--- src/palette_find_or_insert_top_assert.svh ---
// Assertion macros for the palette lookup RTL.
// Needs no package; files that assert include this header by its bare name.
`ifndef PALETTE_FIND_OR_INSERT_TOP_ASSERT_SVH
`define PALETTE_FIND_OR_INSERT_TOP_ASSERT_SVH

`ifndef NO_ASSERTIONS

// The property must hold at every clock edge outside reset.
`define PFOI_ASSERT(lbl, clk, rstn, prop, msg) \
	lbl: assert property (@(posedge clk) disable iff (!rstn) prop) else $error(msg);

// The expression must never be true outside reset.
`define PFOI_ASSERT_NEVER(lbl, clk, rstn, expr, msg) \
	lbl: assert property (@(posedge clk) disable iff (!rstn) !(expr)) else $error(msg);

`else

`define PFOI_ASSERT(lbl, clk, rstn, prop, msg)
`define PFOI_ASSERT_NEVER(lbl, clk, rstn, expr, msg)

`endif

`endif

--- src/pfoi_pkg.sv ---
// Package for the palette find-or-insert block: codes, types and defaults.
// Depends on nothing; used by every module of the block.
package pfoi_pkg;

	localparam int PALETTE_SIZE_DEF = 256;
	localparam int COLOR_W          = 32;
	localparam int INDEX_W          = 8;
	localparam int STATUS_W         = 2;
	localparam int MEM_ADDR_W       = 8;
	localparam int CFG_INDEX_W      = 8;
	localparam int CFG_DATA_W       = 8;

	// Result status codes.
	localparam logic [STATUS_W-1:0] ST_FOUND    = 2'd0;
	localparam logic [STATUS_W-1:0] ST_INSERTED = 2'd1;
	localparam logic [STATUS_W-1:0] ST_FULL     = 2'd2;
	localparam logic [STATUS_W-1:0] ST_CLEARED  = 2'd3;

	// Configuration register indexes.
	localparam logic [CFG_INDEX_W-1:0] REG_BG_Y     = 8'd0;
	localparam logic [CFG_INDEX_W-1:0] REG_BG_U     = 8'd1;
	localparam logic [CFG_INDEX_W-1:0] REG_BG_V     = 8'd2;
	localparam logic [CFG_INDEX_W-1:0] REG_BG_ALPHA = 8'd3;

	// Request from the sequencer to the palette store.
	typedef struct packed {
		logic                  rd_en;
		logic                  wr_en;
		logic [MEM_ADDR_W-1:0] addr;
		logic [COLOR_W-1:0]    wdata;
	} mem_req_t;

	// One result item.
	typedef struct packed {
		logic [INDEX_W-1:0]  index;
		logic [STATUS_W-1:0] status;
	} result_t;

endpackage

--- src/pfoi_ctrl.sv ---
// Sequencer of the palette lookup: classifies an item, scans the live
// entries through one comparator and appends new colors. Uses pfoi_pkg.
module pfoi_ctrl import pfoi_pkg::*; #(
	parameter int PALETTE_SIZE = PALETTE_SIZE_DEF
) (
	input  logic               clk,
	input  logic               arst_n,
	input  logic               in_valid,
	output logic               in_ready,
	input  logic               in_kind,
	input  logic [COLOR_W-1:0] in_color,
	input  logic [COLOR_W-1:0] bg_color,
	output logic               res_valid,
	input  logic               res_ready,
	output result_t            res,
	output mem_req_t           mem_req,
	input  logic [COLOR_W-1:0] rd_data
);

	`include "palette_find_or_insert_top_assert.svh"

	localparam int REGULAR_COUNT = PALETTE_SIZE - 1;
	localparam int AW            = $clog2(REGULAR_COUNT);
	localparam int CW            = $clog2(PALETTE_SIZE);

	localparam logic [1:0] S_IDLE = 2'd0;
	localparam logic [1:0] S_SCAN = 2'd1;
	localparam logic [1:0] S_DONE = 2'd2;

	localparam logic [INDEX_W-1:0] BG_INDEX = INDEX_W'(PALETTE_SIZE - 1);

	logic [1:0]         state_q;
	logic [CW-1:0]      fill_q;
	logic [CW-1:0]      scan_q;
	logic [AW-1:0]      idx_s1;
	logic               rd_valid_s1;
	logic [COLOR_W-1:0] color_q;
	result_t            res_q;

	logic issue;
	logic hit;
	logic scan_end;
	logic room;

	// Entries below the fill count are live; allocation always appends.
	assign issue    = scan_q < fill_q;
	assign hit      = rd_valid_s1 && (rd_data == color_q);
	assign scan_end = !hit && !issue && !rd_valid_s1;
	assign room     = fill_q < CW'(REGULAR_COUNT);

	always_comb begin
		mem_req       = '0;
		mem_req.wdata = color_q;
		if (state_q == S_SCAN) begin
			if (scan_end) begin
				mem_req.wr_en = room;
				mem_req.addr  = MEM_ADDR_W'(fill_q);
			end else begin
				mem_req.rd_en = issue && !hit;
				mem_req.addr  = MEM_ADDR_W'(scan_q);
			end
		end
	end

	always_ff @(posedge clk or negedge arst_n) begin
		if (!arst_n) begin
			state_q     <= S_IDLE;
			fill_q      <= '0;
			scan_q      <= '0;
			rd_valid_s1 <= 1'b0;
		end else begin
			unique case (state_q)
				S_IDLE: begin
					if (in_valid) begin
						if (in_kind) begin
							fill_q  <= '0;
							state_q <= S_DONE;
						end else if (in_color[7:0] == 8'd0 || in_color == bg_color) begin
							state_q <= S_DONE;
						end else begin
							scan_q  <= '0;
							state_q <= S_SCAN;
						end
					end
				end
				S_SCAN: begin
					if (hit) begin
						rd_valid_s1 <= 1'b0;
						state_q     <= S_DONE;
					end else if (scan_end) begin
						if (room) begin
							fill_q <= fill_q + 1'b1;
						end
						state_q <= S_DONE;
					end else begin
						rd_valid_s1 <= issue;
						if (issue) begin
							scan_q <= scan_q + 1'b1;
						end
					end
				end
				S_DONE: begin
					if (res_ready) begin
						state_q <= S_IDLE;
					end
				end
				default: begin
					state_q <= S_IDLE;
				end
			endcase
		end
	end

	always_ff @(posedge clk) begin
		if (state_q == S_IDLE && in_valid) begin
			color_q <= in_color;
			if (in_kind) begin
				res_q <= '{index: '0, status: ST_CLEARED};
			end else begin
				res_q <= '{index: BG_INDEX, status: ST_FOUND};
			end
		end else if (state_q == S_SCAN) begin
			idx_s1 <= scan_q[AW-1:0];
			if (hit) begin
				res_q <= '{index: INDEX_W'(idx_s1), status: ST_FOUND};
			end else if (scan_end) begin
				if (room) begin
					res_q <= '{index: INDEX_W'(fill_q), status: ST_INSERTED};
				end else begin
					res_q <= '{index: '0, status: ST_FULL};
				end
			end
		end
	end

	assign in_ready  = (state_q == S_IDLE);
	assign res_valid = (state_q == S_DONE);
	assign res       = res_q;

	`PFOI_ASSERT(a_fill_bound, clk, arst_n, fill_q <= CW'(REGULAR_COUNT), "fill count overran the palette")
	`PFOI_ASSERT(a_scan_bound, clk, arst_n, (state_q == S_SCAN) |-> (scan_q <= fill_q), "scan passed the fill count")
	`PFOI_ASSERT(a_write_grows, clk, arst_n, mem_req.wr_en |=> (fill_q == $past(fill_q) + 1'b1), "append did not advance the fill count")
	`PFOI_ASSERT_NEVER(a_idle_read, clk, arst_n, (state_q == S_IDLE) && rd_valid_s1, "read left in flight outside a scan")

endmodule

--- config.mk ---
export PLATFORM = sky130hd
export DESIGN_NAME = pfoi_ctrl
export DESIGN_NICKNAME = d
export VERILOG_FILES = /design/src/pfoi_pkg.sv /design/src/pfoi_ctrl.sv
export VERILOG_INCLUDE_DIRS = /design/src /design/src/src
export SDC_FILE = /design/constraint.sdc
export NUM_CORES = 1
export LEC_CHECK = 0
export BUFFER_PORTS_ARGS = -buffer_cell sky130_fd_sc_hd__buf_2
export CORE_MARGIN = 2
export CORE_UTILIZATION = 53
export DETAILED_ROUTE_END_ITERATION = 10
export HOLD_SLACK_MARGIN = 0.06
export PLACE_DENSITY_LB_ADDON = 0.08
export RECOVER_POWER = 25
export SLEW_MARGIN = 25
export SYNTH_ARGS = -nofsm -noshare
export SYNTH_HDL_FRONTEND = slang
export SYNTH_SLANG_ARGS = --single-unit
--- constraint.sdc ---
create_clock -name clk -period 8.7 [get_ports clk]
set_input_delay 0.87 -clock clk [delete_from_list [all_inputs] [get_ports clk]]
set_output_delay 0.87 -clock clk [all_outputs]
set_load 0.02 [all_outputs]
==> metrics.yaml, run 1 <==
logic_synthesis:
  synth_edf_count: 50
  syn_inst: 340
  synth_cell_types: 50
  netlist.area_leader.share_pct: 39.10
  synth_top_area_cell: "edfxtp_1"
  yosysSeqAreaShare_pct: 51.48
  syn_area_per_cell_sq_um: 11.29
  syn_area_sq_um: 3840
  ys_seq_elements: 69
  synth_ff_type: "edfxtp_1"
  synthesis.nets: 450
  yosys_warnings: 0
  async_flop_share_pct: 27.54
  ys_top_cells_by_area: "edfxtp_1 39%, dfrtp_1 12%, xor2_1 9.4%, xnor2_1 4.6%, ha_1 2.9%"
worst_setup_path:
  crit_arrival_ns: 3.15
  crit_slowest_cell: "a21oi_1"
  worst-path-max-fanout: 12
  worstPathRequired_ns: 7.83
  cp-end-kind: "primary output"
  worst_setup_path_start_kind: "flop"
  critical_path_class: "flop to primary output"
  cpPeakStageDelay_ns: 0.63
  critPathTopFamily: "compound AO/OA/AOI/OAI gates"
  path_cells: "inv_1 -> ha_1 -> a2111o_1 -> a21oi_1 -> nor2_1 -> and3_1 -> buf_2"
  critical_path_buf_inv_count: 2
final_layout:
  fill_cells: 640
  n_antenna_cell: 0
  final_cells: 600
  drive_gt1_share_pct: 30.74
  seqCellArea_sq_um: 1977
  multi_input_area_sq_um: 1749
  final_nets: 606
  final_cell_mix: "128 x buf_2, 50 x edfxtp_1, 41 x xor2_1"
  syn_to_final_growth_pct: 26.30
  mostFrequentLayoutCell: "buf_2"
timing:
  setup_viol: 0
  slew_headroom_pct: 24.11
  period_share_pct: 46.25
  slew_violations: 0
  grt_setup_unrepaired: "no"
  hold_violations: 0
  worst_pin_slew_ns: 1.138
  min_period_ns: 4.023
  skew_ns: 0.006573
  fmax_ghz: 0.2486
  fin_setup_tns_ns: 0
clock_network:
  clock_path_buffers: 2
  cts-root-buf: "clkbuf_8"
  holdBufCountCts: 0
  cts_setup_buffers: 0
  clkSinkCount: 69
  cts_resized: 0
  cts_made_buffers: 9
  cts_tree: "built"
  clkTransAtPathRegs_ns: 0.08
  clk-insertion-delay-late_ns: 0.35
  cts_max_level: 3
route:
  ant_nets: 0
  wl_um: 10520
  vias_per_cell: 5.637
  drc: 0
  wl_per_cell_um: 17.54
  drt_iter0_drc: 238
  vias: 3382
  firstDrtPassIters: 5
status:
  status: "finished, final reports clean"
global_routing:
  grt_usage_pct: 27.48
  grt.overflow.total: 0
  grt_first_pass_wirelength_um: 16080
  grt_pass1_vias: 3227
  antenna_found_initial: 0
  grt_max_degree: 37
pwr:
  vdd_ir_drop_max_mv: 0.1552
  p_leak_nw: 2.031
  p_per_area_nw_per_um2: 247.5
floorplan:
  die-area_sq_um: 7942
  die_w_um: 89.12
  io_pins: 155
  rows: 31
  core_sq_um: 7137
  die_height_um: 89.12
  start_util_pct: 53.80
place:
  place.gp.congestion: 0.8606
  dp.cells: 584
  dpl.hpwl_um: 8134
  port_buffers: 154
job:
  max-cap-violations: 0
min_path:
  min_path_type: "flop to flop"
-- worst reg2reg max path, stage by stage (launching register included) --
cell and delay (ns):
dfrtp_1 0.54, inv_1 0.09, ha_1 0.27, o21ai_0 0.07, a21oi_1 0.14, a21oi_1 0.25, nor2_1 0.75, nor2_1 0.12
o21ai_1 0.71
-- cell families (layout without fill, tap and decap cells) --
kind of cell,after synthesis,after routing,share of synthesized area (%)
muxes,4,4,1.075
buffers and inverters,25,186,3.095
adders and majority gates,9,9,2.933
xor gates and xnor gates,61,61,13.91
DFF,69,69,51.48
and+or+nand+nor,106,106,15.87
AOI/OAI and AO/OA,66,66,11.63
-- path summary, 6_finish.rpt --
kind / startpoint / to / slack, ns / cells after the start
max: fill_q[1] / mem_req[40] / 4.68 / 7
min: idx_s1[0] / res[2] / 0.57 / 1
max reg2reg: fill_q[3] / res[1] / 5.40 / 8
min reg2reg: idx_s1[0] / res[2] / 0.57 / 1
max in group asynchronous: arst_n / scan_q[0] / 7.30 / 1
min in group asynchronous: arst_n / fill_q[3] / 0.71 / 1
-- layer usage --
metal | global-route usage (%) | vias to the layer above | routed length [um]
met5 | 0 | - | 0
met4 | 8.684 | 0 | 196
met3 | 7.110 | 18 | 872
met2 | 43.97 | 161 | 4990
met1 | 36.90 | 1609 | 4461
li1 | - | 1594 | -
-- registers in the layout (all words and copies together), names as in the netlist --
signal	cells
res	10
color_q	32
rd_valid_s1	1
scan_q	8
state_q	2
idx_s1	8
fill_q	8
-- layout make-up --
type,count,area share [%]
Inverter,15,1.161
Sequential cell,69,40.76
Tap cell,99,2.554
Clock inverter,7,1.522
Timing Repair Buffer,155,15.38
Clock buffer,9,2.554
Multi-Input combinational cell,246,36.07
-- power by group --
part / switching (mW) / internal (mW) / total (mW)
logic: 0.284 / 0.136 / 0.420
registers: 0.0613 / 0.454 / 0.515
clock network: 0.132 / 0.133 / 0.265
-- stage by stage --
stage | setup slack [ns] | cell area, sq um | total power, mW | hold slack [ns] | utilization [%]
2_1_floorplan | 5.216 | 3840 | 0.7959 | 0.4924 | -
3_3_place_gp | 4.813 | 4679 | 0.9323 | 0.5430 | 65.57
3_5_place_dp | 5.023 | 4679 | 0.9402 | 0.5483 | 65.57
4_1_cts | 4.718 | 4877 | 1.203 | 0.4727 | 68.34
5_1_grt | 4.558 | 4850 | 1.267 | 0.5869 | 67.95
6_report | 4.677 | 4850 | 1.200 | 0.5663 | 67.95
-- cells in the mapped netlist (10+ instances only) --
cell type and number:
a21oi_1 17, dfrtp_1 19, edfxtp_1 50, inv_1 15
nand2_1 27, nand4_1 11, nor2_1 10, nor4_1 15
o21ai_0 16, xnor2_1 20, xor2_1 41
Power figures use the tool's default switching activity.
==> inputs of run 2 (changes only) <==
--- a/config.mk
+++ b/config.mk
@@ -8,7 +8,7 @@
 export LEC_CHECK = 0
 export BUFFER_PORTS_ARGS = -buffer_cell sky130_fd_sc_hd__buf_2
 export CORE_MARGIN = 2
-export CORE_UTILIZATION = 53
+export CORE_UTILIZATION = 44
 export DETAILED_ROUTE_END_ITERATION = 10
 export HOLD_SLACK_MARGIN = 0.06
 export PLACE_DENSITY_LB_ADDON = 0.08
==> constraint.sdc (replaced) <==
create_clock -name clk -period 3.7 [get_ports clk]
set_input_delay 0.37 -clock clk [delete_from_list [all_inputs] [get_ports clk]]
set_output_delay 0.37 -clock clk [all_outputs]
set_load 0.02 [all_outputs]
==> run 2 against run 1 <==
Effect of this change: power up 140%; wire length up 3.6%; via count up 0.15%; critical path depth increased by 1; critical endpoint is now mem_req[39]; highest routed layer unchanged; sequential power increased by 140%; utilization decreased by 11 points; critical path type unchanged; hold slack got worse by 0.32 ns; final cell count is 2.0% higher; first-iteration DRC count decreased by 0.84%; largest cell class unchanged; worst setup slack got worse by 4.3 ns.
==> metrics.yaml, run 2 (synthesis gave the netlist of run 1 again) <==
timing:
  fin_setup_tns_ns: 0  # unchanged
  slew_headroom_pct: 20.85  # -3.3 points
  worst_pin_slew_ns: 1.187  # +0.04888 ns
  grt_setup_unrepaired: "no"
  setup_ws_ns: 0.4118  # -4.265 ns
  min_period_ns: 3.288
  slew_violations: 0  # unchanged
  skew_ns: 0.01405  # +0.007474 ns
  setup_viol: 0  # unchanged
  hold_violations: 0  # unchanged
  fmax_ghz: 0.3041
  period_share_pct: 88.87
place:
  dpl.hpwl_um: 8546  # +5.1%
  post-place-ws_ns: 0.7855  # -4.238 ns
  port_buffers: 154  # unchanged
  dp.cells: 595  # +1.9%
  place.gp.congestion: 0.9212  # +7.0%
worst_setup_path:
  critical_path_buf_inv_count: 2  # unchanged
  cp-end-kind: "primary output"
  critical_path_class: "flop to primary output"
  cpPeakStageDelay_ns: 0.55  # -0.08 ns
  crit_arrival_ns: 2.92  # -0.23 ns
  path_cells: "inv_1 -> ha_1 -> a2111o_1 -> a21oi_1 -> nor2_1 -> mux2i_1 -> nor2_1 -> buf_2"
  cp_common_cell: "nor2_1"
  crit_slowest_cell: "a21oi_1"
  rrSetupSlack_ns: 0.79  # -4.61 ns
  worstPathRequired_ns: 3.33  # -4.50 ns
  worst-path-max-fanout: 12  # unchanged
  critPathTopFamily: "compound AO/OA/AOI/OAI gates"
  worst_setup_path_start_kind: "flop"
final_layout:
  n_antenna_cell: 0  # unchanged
  drive_gt1_share_pct: 29.37  # -1.4 points
  largest-register: "color_q"
  final_cells: 612  # +2.0%
  mostFrequentLayoutCell: "buf_2"
  largest_reg_flops: 32  # unchanged
  syn_to_final_growth_pct: 27.34
  fin_util_pct: 56.90  # -11 points
  fill_cells: 824  # +29%
  final_nets: 609  # +0.50%
  final_cell_mix: "121 x buf_2, 50 x edfxtp_1, 41 x xor2_1"
global_routing:
  grt_pass1_vias: 3225  # -0.062%
  antenna_found_initial: 0  # unchanged
  grt_max_degree: 36  # -2.7%
  grt_first_pass_wirelength_um: 17410  # +8.2%
  grt_usage_pct: 23.62  # -3.9 points
  grt.overflow.total: 0  # unchanged
clock_network:
  clkTransAtPathRegs_ns: 0.08  # about the same
  cts-root-buf: "clkbuf_8"
  cts_resized: 0  # unchanged
  cts_max_level: 3  # unchanged
  cts_setup_buffers: 0  # unchanged
  clkSinkCount: 69  # unchanged
  cts_made_buffers: 9  # unchanged
  cts_tree: "built"
  clk-insertion-delay-late_ns: 0.35  # about the same
  clock_path_buffers: 2  # unchanged
  holdBufCountCts: 1  # +1
floorplan:
  rows: 34  # +9.7%
  io_pins: 155  # unchanged
  die_w_um: 97.42  # +9.3%
  start_util_pct: 44.69  # -9.1 points
  die-area_sq_um: 9491  # +19%
  core_sq_um: 8593  # +20%
  die_height_um: 97.42  # +9.3%
pwr:
  p_per_area_nw_per_um2: 585.9  # +140%
  clockPowerShare_pct: 22.5  # +0.4 points
  finalPower_mw: 2.865  # +140%
  vdd_ir_drop_max_mv: 0.2391  # +54%
  p_comb_share_pct: 35.0  # about the same
  p_seq_share_pct: 42.5  # -0.4 points
  p_int_mw: 1.750  # +140%
  p_switching_mw: 1.114  # +130%
  p_sw_share_pct: 38.90  # -0.84 points
  p_leak_nw: 2.034  # +0.14%
route:
  vias_per_cell: 5.534  # -1.8%
  wl_um: 10900  # +3.6%
  vias: 3387  # +0.15%
  wl_per_cell_um: 17.81  # +1.6%
  drt_iter0_drc: 236  # -0.84%
  firstDrtPassIters: 5  # unchanged
  ant_nets: 0  # unchanged
  drc: 0  # unchanged
job:
  max-cap-violations: 0  # unchanged
status:
  status: "finished, final reports clean"
min_path:
  min_path_type: "input pin to flop"
==> run 2: worst paths after layout <==
| kind | end | from | cells after the start |
|---|---|---|---|
| max in group asynchronous | state_q[0] | arst_n | 2 |
| worst min-delay path | color_q[21] | in_color[21] | 1 |
| worst max register to register | res[3] | fill_q[1] | 8 |
| min in group asynchronous | fill_q[0] | arst_n | 2 |
| worst min register to register | res[5] | idx_s1[3] | 1 |
| worst max-delay path | mem_req[39] | fill_q[1] | 8 |
==> run 2: layout make-up <==
type	count	area (sq um)	area share (%)
Sequential cell	69	1977	40.43
Inverter	15	56.30	1.151
Multi-Input combinational cell	246	1749	35.77
Timing Repair Buffer	158	762.0	15.58
Clock buffer	11	152.6	3.122
Tap cell	108	135.1	2.764
Clock inverter	5	57.56	1.177
==> run 2: layer usage <==
| metal | routed length [um] | GRT usage [%] | up-vias | part of all wire, % |
|---|---|---|---|---|
| li1 | - | - | 1600 | - |
| met1 | 4871 | 34.61 | 1602 | 45 |
| met2 | 5096 | 36.23 | 170 | 47 |
| met3 | 781 | 3.597 | 15 | 7.2 |
| met4 | 152 | 7.479 | 0 | 1.4 |
| met5 | 0 | 0 | - | 0 |
==> run 2: worst register-to-register path, stage by stage, from the launching register on <==
cell and delay (ns):
dfrtp_1 0.45, inv_1 0.09, ha_1 0.29, a2111o_1 0.37
a21oi_1 0.55, nor2_1 0.36, nor2_1 0.24, o21ai_0 0.11
buf_4 0.21
==> run 2: power by group through the flow <==
stage | Clock, mW | Sequential [mW] | Combinational [mW]
floorplan | 0 | 1.33 | 0.544
finish | 0.644 | 1.22 | 1.00
global route | 0.688 | 1.24 | 1.09
global placement | 0 | 1.22 | 1.00
CTS | 0.657 | 1.22 | 1.01
detailed placement | 0 | 1.23 | 1.01
==> run 2: stage by stage <==
| step | hold WS (ns) | instance area (sq um) |
|---|---|---|
| after floorplan | 0.07441 | 3840 |
| after global placement | 0.3614 | 4706 |
| after detailed placement | 0.3593 | 4706 |
| after CTS | 0.2054 | 4926 |
| after global routing | 0.2437 | 4890 |
| final | 0.2465 | 4890 |
